## config.mk

```make
export PLATFORM = sky130hd
export DESIGN_NAME = battery_charge_estimator_flat
export DESIGN_NICKNAME = d
export VERILOG_FILES = /design/src/hdl/bce_pkg.sv /design/src/hdl/bce_if.sv /design/src/hdl/bce_window.sv /design/src/hdl/bce_map.sv /design/src/hdl/battery_charge_estimator.sv /design/src/flat_wrapper.sv
export SDC_FILE = /design/constraint.sdc
export NUM_CORES = 1
export LEC_CHECK = 0
export BUFFER_PORTS_ARGS = -buffer_cell sky130_fd_sc_hd__buf_2
export CAP_MARGIN = 10
export CORE_UTILIZATION = 30
export CTS_BUF_LIST = sky130_fd_sc_hd__clkbuf_16
export DETAILED_ROUTE_END_ITERATION = 10
export GPL_TIMING_DRIVEN = 0
export SETUP_SLACK_MARGIN = 0.2
export SYNTH_ARGS = -nofsm -noshare
export SYNTH_HDL_FRONTEND = slang
export SYNTH_SLANG_ARGS = --single-unit
```

## constraint.sdc

```tcl
create_clock -name clk -period 9.3 [get_ports clk]
set_input_delay 1.86 -clock clk [delete_from_list [all_inputs] [get_ports clk]]
set_output_delay 1.86 -clock clk [all_outputs]
set_load 0.02 [all_outputs]
```

## src/hdl/bce_pkg.sv

```systemverilog
package bce_pkg;

  localparam int DEPTH        = 4;   // samples averaged, 2..16
  localparam int SAMPLE_W     = 14;
  localparam int N_W          = $clog2(DEPTH + 1);
  localparam int SLOT_W       = $clog2(DEPTH);
  localparam int VAL_W        = SAMPLE_W + N_W;  // window sum and n * curve point
  localparam int QUOT_W       = 4;               // interpolation step is 0..10
  localparam int STEP_W       = $clog2(QUOT_W);
  localparam int REM_W        = VAL_W + QUOT_W;
  localparam int PCT_W        = 7;
  localparam int HELD_W       = 3;
  localparam int SEG_W        = 4;
  localparam int CURVE_POINTS = 11;
  localparam int LAST_SEG     = CURVE_POINTS - 2;

  localparam logic [PCT_W-1:0] PCT_FULL     = PCT_W'(100);
  localparam logic [PCT_W-1:0] PCT_PER_SEG  = PCT_W'(10);

  // Discharge curve knots in mV; knot k sits at k * 10 %.
  function automatic logic [SAMPLE_W-1:0] curve_mv(input logic [SEG_W-1:0] idx);
    logic [SAMPLE_W-1:0] mv;
    case (idx)
      SEG_W'(0):  mv = SAMPLE_W'(0);
      SEG_W'(1):  mv = SAMPLE_W'(9200);
      SEG_W'(2):  mv = SAMPLE_W'(9500);
      SEG_W'(3):  mv = SAMPLE_W'(9650);
      SEG_W'(4):  mv = SAMPLE_W'(9800);
      SEG_W'(5):  mv = SAMPLE_W'(9890);
      SEG_W'(6):  mv = SAMPLE_W'(9910);
      SEG_W'(7):  mv = SAMPLE_W'(9950);
      SEG_W'(8):  mv = SAMPLE_W'(10000);
      SEG_W'(9):  mv = SAMPLE_W'(10100);
      SEG_W'(10): mv = SAMPLE_W'(11100);
      default:    mv = SAMPLE_W'(0);
    endcase
    return mv;
  endfunction

  typedef struct packed {
    logic             valid;
    logic [VAL_W-1:0] sum;
    logic [N_W-1:0]   n;
  } sum_t;

  typedef struct packed {
    logic             valid;
    logic [PCT_W-1:0] pct;
    logic [N_W-1:0]   n;
  } result_t;

endpackage

```

## src/hdl/bce_if.sv

```systemverilog
interface bce_in_if;
  logic                          valid;
  logic                          ready;
  logic [bce_pkg::SAMPLE_W-1:0] sample_mv;

  modport source (output valid, output sample_mv, input ready);
  modport sink   (input valid, input sample_mv, output ready);
endinterface

interface bce_out_if;
  logic                        valid;
  logic                        ready;
  logic [bce_pkg::PCT_W-1:0]  percent_remaining;
  logic [bce_pkg::HELD_W-1:0] samples_held;

  modport source (output valid, output percent_remaining, output samples_held, input ready);
  modport sink   (input valid, input percent_remaining, input samples_held, output ready);
endinterface

```

## src/hdl/bce_window.sv

```systemverilog
module bce_window (
  input  logic                          clk,
  input  logic                          rst,
  input  logic                          start,
  input  logic [bce_pkg::SAMPLE_W-1:0] sample,
  output bce_pkg::sum_t                 sum_out
);

  typedef enum logic [3:0] {
    W_IDLE = 4'b0001,
    W_READ = 4'b0010,
    W_ADD  = 4'b0100,
    W_DONE = 4'b1000
  } wstate_t;

  wstate_t state, state_next;

  logic [bce_pkg::SAMPLE_W-1:0] mem [bce_pkg::DEPTH];
  logic [bce_pkg::SAMPLE_W-1:0] rd_data;
  logic [bce_pkg::SLOT_W-1:0]   slot;
  logic [bce_pkg::SLOT_W-1:0]   rd_idx;
  logic [bce_pkg::N_W-1:0]      fill;
  logic [bce_pkg::VAL_W-1:0]    acc;
  logic                         last;

  assign last = (bce_pkg::N_W'(rd_idx) == (fill - bce_pkg::N_W'(1)));

  always_comb begin
    state_next = state;
    case (state)
      W_IDLE: if (start) state_next = W_READ;
      W_READ: state_next = W_ADD;
      W_ADD:  state_next = last ? W_DONE : W_READ;
      W_DONE: state_next = W_IDLE;
      default: state_next = W_IDLE;
    endcase
  end

  always_ff @(posedge clk) begin
    if (rst) begin
      state <= W_IDLE;
      fill  <= '0;
      slot  <= '0;
    end else begin
      state <= state_next;
      if (state == W_IDLE && start) begin
        slot <= (slot == bce_pkg::SLOT_W'(bce_pkg::DEPTH - 1)) ? '0
                : slot + bce_pkg::SLOT_W'(1);
        if (fill != bce_pkg::N_W'(bce_pkg::DEPTH)) fill <= fill + bce_pkg::N_W'(1);
      end
    end
  end

  // sample store: one write port, one registered read port
  always_ff @(posedge clk) begin
    if (state == W_IDLE && start) mem[slot] <= sample;
    rd_data <= mem[rd_idx];
  end

  always_ff @(posedge clk) begin
    case (state)
      W_IDLE: begin
        if (start) begin
          rd_idx <= '0;
          acc    <= '0;
        end
      end
      W_ADD: begin
        acc    <= acc + bce_pkg::VAL_W'(rd_data);
        rd_idx <= rd_idx + bce_pkg::SLOT_W'(1);
      end
      default: ;
    endcase
  end

  assign sum_out.valid = (state == W_DONE);
  assign sum_out.sum   = acc;
  assign sum_out.n     = fill;

endmodule

```

## src/hdl/bce_map.sv

```systemverilog
module bce_map (
  input  logic             clk,
  input  logic             rst,
  input  bce_pkg::sum_t    sum_in,
  input  logic             take,
  output bce_pkg::result_t res
);

  typedef enum logic [4:0] {
    M_IDLE   = 5'b00001,
    M_SEARCH = 5'b00010,
    M_SCALE  = 5'b00100,
    M_DIV    = 5'b01000,
    M_DONE   = 5'b10000
  } mstate_t;

  mstate_t state, state_next;

  logic [bce_pkg::VAL_W-1:0]  sum_r, lo, hi, diff;
  logic [bce_pkg::N_W-1:0]    n_r;
  logic [bce_pkg::SEG_W-1:0]  seg;
  logic [bce_pkg::REM_W-1:0]  rem, divisor;
  logic [bce_pkg::QUOT_W-1:0] quot;
  logic [bce_pkg::STEP_W-1:0] step;
  logic [bce_pkg::PCT_W-1:0]  pct;
  logic                       in_seg, last_seg, last_step, ge;

  assign in_seg    = (sum_r <= hi);
  assign last_seg  = (seg == bce_pkg::SEG_W'(bce_pkg::LAST_SEG));
  assign last_step = (step == bce_pkg::STEP_W'(bce_pkg::QUOT_W - 1));
  assign ge        = (rem >= divisor);

  always_comb begin
    state_next = state;
    case (state)
      M_IDLE:   if (sum_in.valid) state_next = M_SEARCH;
      M_SEARCH: begin
        if (in_seg) state_next = M_SCALE;
        else if (last_seg) state_next = M_DONE;
      end
      M_SCALE:  state_next = M_DIV;
      M_DIV:    if (last_step) state_next = M_DONE;
      M_DONE:   if (take) state_next = M_IDLE;
      default:  state_next = M_IDLE;
    endcase
  end

  always_ff @(posedge clk) begin
    if (rst) state <= M_IDLE;
    else     state <= state_next;
  end

  always_ff @(posedge clk) begin
    case (state)
      M_IDLE: begin
        if (sum_in.valid) begin
          sum_r <= sum_in.sum;
          n_r   <= sum_in.n;
          seg   <= '0;
          lo    <= '0;
          hi    <= bce_pkg::VAL_W'(sum_in.n)
                   * bce_pkg::VAL_W'(bce_pkg::curve_mv(bce_pkg::SEG_W'(1)));
        end
      end
      M_SEARCH: begin
        if (in_seg) begin
          diff    <= sum_r - lo;
          divisor <= bce_pkg::REM_W'(hi - lo) << (bce_pkg::QUOT_W - 1);
        end else if (last_seg) begin
          pct <= bce_pkg::PCT_FULL;   // mean above the top knot
        end else begin
          lo  <= hi;
          hi  <= bce_pkg::VAL_W'(n_r)
                 * bce_pkg::VAL_W'(bce_pkg::curve_mv(seg + bce_pkg::SEG_W'(2)));
          seg <= seg + bce_pkg::SEG_W'(1);
        end
      end
      M_SCALE: begin
        rem  <= (bce_pkg::REM_W'(diff) << 3) + (bce_pkg::REM_W'(diff) << 1);
        quot <= '0;
        step <= '0;
      end
      M_DIV: begin
        // restoring divide, one quotient bit per cycle, divisor shifts right
        if (ge) rem <= rem - divisor;
        divisor <= divisor >> 1;
        quot    <= {quot[bce_pkg::QUOT_W-2:0], ge};
        step    <= step + bce_pkg::STEP_W'(1);
        if (last_step)
          pct <= bce_pkg::PCT_W'(seg) * bce_pkg::PCT_PER_SEG
                 + bce_pkg::PCT_W'({quot[bce_pkg::QUOT_W-2:0], ge});
      end
      default: ;
    endcase
  end

  assign res.valid = (state == M_DONE);
  assign res.pct   = pct;
  assign res.n     = n_r;

endmodule

```

## src/hdl/battery_charge_estimator.sv

```systemverilog
// Battery charge estimator. Each word on sample_ch is one battery voltage
// sample in mV; each gives exactly one word on result_ch carrying the
// remaining charge in whole percent (truncated, 0..100) and the number of
// samples averaged (1..4). The mean of the last up to four samples is mapped
// through a fixed 11-knot discharge curve by linear interpolation; above
// 11100 mV the result is 100. One sample is in flight at a time: from
// acceptance to the result register the n held samples are summed from the
// window store (each read, then added, then the sum is handed on), the
// segment is searched one curve knot per cycle, the offset is scaled and
// divided bit-serially (skipped above the top knot), and the result is
// offered until the output register takes it. A new sample is accepted
// once the previous result has entered the output register, even if it has
// not yet been taken.
module battery_charge_estimator (
  input  logic      clk,
  input  logic      rst,
  bce_in_if.sink    sample_ch,
  bce_out_if.source result_ch
);

  bce_pkg::sum_t    win_sum;
  bce_pkg::result_t map_res;

  logic start;    // sample word accepted
  logic take;     // finished result moves into the output register
  logic busy;
  logic out_valid;
  logic [bce_pkg::PCT_W-1:0]  out_pct;
  logic [bce_pkg::HELD_W-1:0] out_held;

  assign sample_ch.ready = !busy;
  assign start           = sample_ch.valid && !busy;
  assign take            = map_res.valid && (!out_valid || result_ch.ready);

  // window store and running sum over the held samples
  bce_window u_window (
    .clk     (clk),
    .rst     (rst),
    .start   (start),
    .sample  (sample_ch.sample_mv),
    .sum_out (win_sum)
  );

  // curve segment search and interpolation
  bce_map u_map (
    .clk    (clk),
    .rst    (rst),
    .sum_in (win_sum),
    .take   (take),
    .res    (map_res)
  );

  // busy from acceptance until the result is handed to the output register
  always_ff @(posedge clk) begin
    if (rst) begin
      busy <= 1'b0;
    end else if (start) begin
      busy <= 1'b1;
    end else if (take) begin
      busy <= 1'b0;
    end
  end

  // output register: decouples the result word from a stalled sink
  always_ff @(posedge clk) begin
    if (rst) begin
      out_valid <= 1'b0;
    end else if (take) begin
      out_valid <= 1'b1;
    end else if (result_ch.ready) begin
      out_valid <= 1'b0;
    end
  end

  always_ff @(posedge clk) begin
    if (take) begin
      out_pct  <= map_res.pct;
      out_held <= bce_pkg::HELD_W'(map_res.n);   // reported modulo 8
    end
  end

  assign result_ch.valid             = out_valid;
  assign result_ch.percent_remaining = out_pct;
  assign result_ch.samples_held      = out_held;

endmodule

```

## src/flat_wrapper.sv

```systemverilog
// flat-port wrapper written by rule: the top's interface ports become plain ports
module battery_charge_estimator_flat 
  (clk, rst, sample_ch_valid, sample_ch_sample_mv, sample_ch_ready, result_ch_valid, result_ch_percent_remaining, result_ch_samples_held, result_ch_ready);
  bce_in_if sample_ch_i ();
  bce_out_if result_ch_i ();
  input  logic clk;
  input  logic rst;
  input wire logic [$bits(sample_ch_i.valid)-1:0] sample_ch_valid;
  input wire logic [$bits(sample_ch_i.sample_mv)-1:0] sample_ch_sample_mv;
  output wire logic [$bits(sample_ch_i.ready)-1:0] sample_ch_ready;
  output wire logic [$bits(result_ch_i.valid)-1:0] result_ch_valid;
  output wire logic [$bits(result_ch_i.percent_remaining)-1:0] result_ch_percent_remaining;
  output wire logic [$bits(result_ch_i.samples_held)-1:0] result_ch_samples_held;
  input wire logic [$bits(result_ch_i.ready)-1:0] result_ch_ready;
  assign sample_ch_i.valid = sample_ch_valid;
  assign sample_ch_i.sample_mv = sample_ch_sample_mv;
  assign sample_ch_ready = sample_ch_i.ready;
  assign result_ch_valid = result_ch_i.valid;
  assign result_ch_percent_remaining = result_ch_i.percent_remaining;
  assign result_ch_samples_held = result_ch_i.samples_held;
  assign result_ch_i.ready = result_ch_ready;
  battery_charge_estimator u_core (.clk(clk), .rst(rst), .sample_ch(sample_ch_i), .result_ch(result_ch_i));
endmodule
```

==> metrics.md <==
| Metric | Value |
|---|---|
| Max Clock Freq | `~190 MHz` |
| Clock root buffer | `clkbuf_16` |
| Hold Path End | `u_core.result_ch.percent_remaining[4]` |
| Sw power | `a little under 500 uW` |
| CTS clk-pin slew, worst paths | `approximately 0.06 ns` |
| I/O pin cnt | `30` |
| Global route overflow | `0` |
| VDD IR-drop max | `151.0 uV` |
| Slowest-stage cell, CP | `edfxtp_1` |
| Hold crit path type | `flip-flop to flip-flop` |
| Synth warn | `0` |
| Fillers | `4665` |
| Reg2Reg Launch Point | `u_core.u_map.seg[1]` |
| Area of the multi-input gates | `0.007046 mm^2` |
| Async SR Flop Fraction | `0%` |
| Setup total negative slack | `0 ns` |
| Slew @ Worst Pin | `roughly 1.2 ns` |
| Clock sink total | `between 200 and 250` |
| Initial antenna violation count | `0` |
| First-pass GRT wire length | `49290 um` |
| Final Util | `34.18%` |
| Critical-path cell list | `ha_1, xor2_1, clkbuf_1, nand2_1, o21ai_0, o22ai_1, and2_1, fa_1, ha_1, inv_1, fa_1, nor2b_1, o21a_1, o21ai_1, a21oi_1, and4_1, o2111a_1, a21oi_1, o21ai_0` |
| GP Congestion | `0.8386` |
| CTS tree | `done` |
| Vias in the first global route | `9723` |
| Pint | `1808 uW` |
| Number of synthesized flops with an enable pin | `212` |
| Clock Tree Buf Depth | `3` |
| Clock latency on the worst-skew pair | `around 0.53 ns` |
| Post-Syn Area | `about 0.015 mm^2` |
| Avg Inst Size Synth | `roughly 11 um^2` |
| Total power | `around 2300 uW` |
| Layout cell share with drive strength beyond 1 | `8.429%` |
| WP data required | `9.52 ns` |
| Initial core utilization | `30.44%` |
| WL/cell | `14.87 um` |
| FP Rows | `80` |
| Switching share of power | `between 20% and 30%` |
| Reg2Reg Depth | `19` |
| # H-tree levels | `1` |
| Hold Vio Cnt, Final | `0` |
| Drc violations | `0` |
| Vias per cell | `4.803` |
| Synth top area share | `43.80%` |
| Synth area leaders | `edfxtp_1 (44%), ha_1 (12%), dfxtp_1 (4.1%), a21oi_1 (4.0%), xnor2_1 (2.9%)` |
| Cell Pwr Density | `140.5 mW/mm^2` |
| Global Route Usage Sum | `between 10 and 15%` |
| Flop pwr share | `52.5%` |
| Cell Count, Final, Fillers Out | `2015` |
| Placed cell areas | `0.01548 mm^2` |
| Critical path endpoint category | `flip-flop` |
| Gate Count Post-Synth | `1321` |
| Max-slew headroom | `18.22%` |
| Slowest Stage Delay on Critical Path | `around 0.55 ns` |
| Crit path time final | `around 5.3 ns` |
| Dpl hpwl | `23140 um` |
| Slew Limit Fails | `0` |
| Post-synth top flop | `edfxtp_1` |
| Mapped Nets | `1498` |
| Largest net degree at the start of global routing | `30` |
| Final period util | `56.50%` |
| Area delta synth->final | `12.28%` |
| Reg-to-reg slack, setup | `4.05 ns` |
| Post-synth top area cell | `edfxtp_1` |
| Synth top cells by count | `edfxtp_1 (212), ha_1 (139), a21oi_1 (116)` |
| DR pass1 iterations | `5` |
| Initial DRC Count | `a little under 500` |
| Startpoint Class | `flip-flop` |
| Crit Path Class | `flip-flop to flip-flop` |
| Min-delay src | `u_core.u_map.pct[4]` |
| RSZ-0062 raised after global routing | `false` |
| Clock power share | `42.9%` |
| Port bufs | `29` |
| LEAKAGE | `around 0.0068 uW` |
| Die area | `0.04934 mm^2` |
| R2r endpoint | `u_core.u_map.hi[15]` |
| Max cap viols | `0` |
| DRT antenna net count | `0` |
| Sequential fraction of the synthesis area | `between 40 and 50%` |
| Status | `completed` |
| Final WL | `29970 um` |
| Die Ht | `222.1 um` |
| Flops & latches, synth | `242` |
| Worst Hold Depth | `0` |
| Placed Cells | `1966` |
| Sequential Area | `0.006967 mm^2` |
| CTS Buf Count | `26` |
| # diodes | `0` |
| Worst Path Max Fanout | `10` |
| Netlist cell types | `77` |
| Post-cts resize count | `0` |
| Combinational power share | `~4.6%` |
| Post-CTS setup buffers | `0` |
| Core Box Area | `0.04775 mm^2` |
| DIE WIDTH | `222.1 um` |
| DR vias | `9678` |
| Final net count | `1557` |
| Count leader, synth | `edfxtp_1` |
| Worst EP arrival | `5.48 ns` |
| CTS hold repair buffers | `0` |
| Final Cell Area | `0.01632 mm^2` |
| Final setup violation count | `0` |
| Worst Skew | `between 0.015 and 0.02 ns` |
==> stage by stage <==
step / hold WS [ns] / setup WS (ns)
floorplan: 0.4003 / 5.218
global placement: 0.4059 / 3.980
detailed placement: 0.4093 / 4.154
CTS: 0.4241 / 4.116
global route: 0.4308 / 3.786
finish: 0.4215 / 4.045
==> critical path: cells and delay by family, from the launching register on <==
kind / cells / cell delay [ns]
and+or+nand+nor: 4 / 0.75
xor gates and xnor gates: 1 / 0.27
adders and majority gates: 4 / 1.47
DFF: 1 / 0.55
AOI/OAI and AO/OA: 8 / 1.49
buffers and inverters: 2 / 0.43
==> worst max path at each step <==
| stage | from | slack (ns) | to |
|---|---|---|---|
| final | u_core.u_map.seg[1] | 4.05 | u_core.u_map.hi[15] |
| after global routing | u_core.u_map.seg[1] | 3.79 | u_core.u_map.hi[15] |
| after CTS | u_core.u_map.seg[1] | 4.12 | u_core.u_map.hi[15] |
| after detailed placement | u_core.u_map.seg[1] | 4.15 | u_core.u_map.hi[15] |
| after global placement | u_core.u_map.sum_r[8] | 3.98 | u_core.u_map.lo[16] |
| after floorplan | u_core.u_map.seg[1] | 5.22 | u_core.u_map.hi[14] |
==> cell type report <==
cell class | instances | share of cell area [%]
plain buffers | 29 | 0.7206
clock buffers | 28 | 4.293
clock inverters | 20 | 0.7590
inverters | 111 | 2.553
multi-input cells | 939 | 43.17
flip-flops and latches | 242 | 42.69
well taps | 615 | 4.715
repair buffers | 31 | 1.104
==> metal layers <==
| layer | global-route usage (%) | share of wire [%] | vias to the layer above |
|---|---|---|---|
| met5 | 0 | 0 | - |
| li1 | - | - | 4903 |
| met2 | 20.76 | 48 | 139 |
| met3 | 1.484 | 3.2 | 42 |
| met1 | 15.99 | 47 | 4594 |
| met4 | 3.315 | 2.6 | 0 |
==> power groups by stage <==
stage	Sequential, uW	Clock (uW)	Combinational [uW]
4_1_cts	1200	1010	108
3_5_place_dp	1230	0	107
5_1_grt	1210	1050	120
6_report	1200	983	106
2_1_floorplan	1220	0	80.0
3_3_place_gp	1230	0	105
==> logic make-up after synthesis <==
family | after synthesis | synth area share [%]
simple gates | 352 | 11.92
compound gates | 314 | 13.47
flops | 242 | 47.93
fa+ha+maj | 159 | 14.72
buf+inv | 140 | 3.676
xor+xnor | 94 | 5.664
mux | 20 | 2.617
==> cells in the final DEF (no fill, tap or decap), drive strengths merged, types with 11 or more instances in the layout <==
cell type / instances
edfxtp: 212
ha: 139
a21oi: 119
inv: 116
nor2: 104
nand2: 86
o21ai: 70
xnor2: 48
xor2: 46
clkbuf: 46
buf: 42
a21o: 35
dfxtp: 30
nor3: 27
and2: 24
nand2b: 21
fa: 20
nor2b: 19
o21a: 14
mux4: 14
nand3: 13
clkinv: 12
a211oi: 11
and3: 11
or3: 11
==> sequential cells by signal (all words and copies together) (netlist names), 3 cells and up <==
signal	flops
u_core.u_window.mem	56
u_core.u_map.divisor	21
u_core.u_map.rem	21
u_core.u_map.diff	17
u_core.u_map.sum_r	17
u_core.u_window.acc	17
u_core.u_map.hi	16
u_core.u_map.lo	16
u_core.u_window.rd_data	14
u_core.result_ch.percent_remaining	7
u_core.u_map.pct	7
u_core.u_map.state	5
u_core.u_map.seg	4
u_core.u_window.state	4
u_core.result_ch.samples_held	3
u_core.u_map.n_r	3
u_core.u_map.quot	3
u_core.u_window.fill	3
Power figures use the tool's default switching activity.
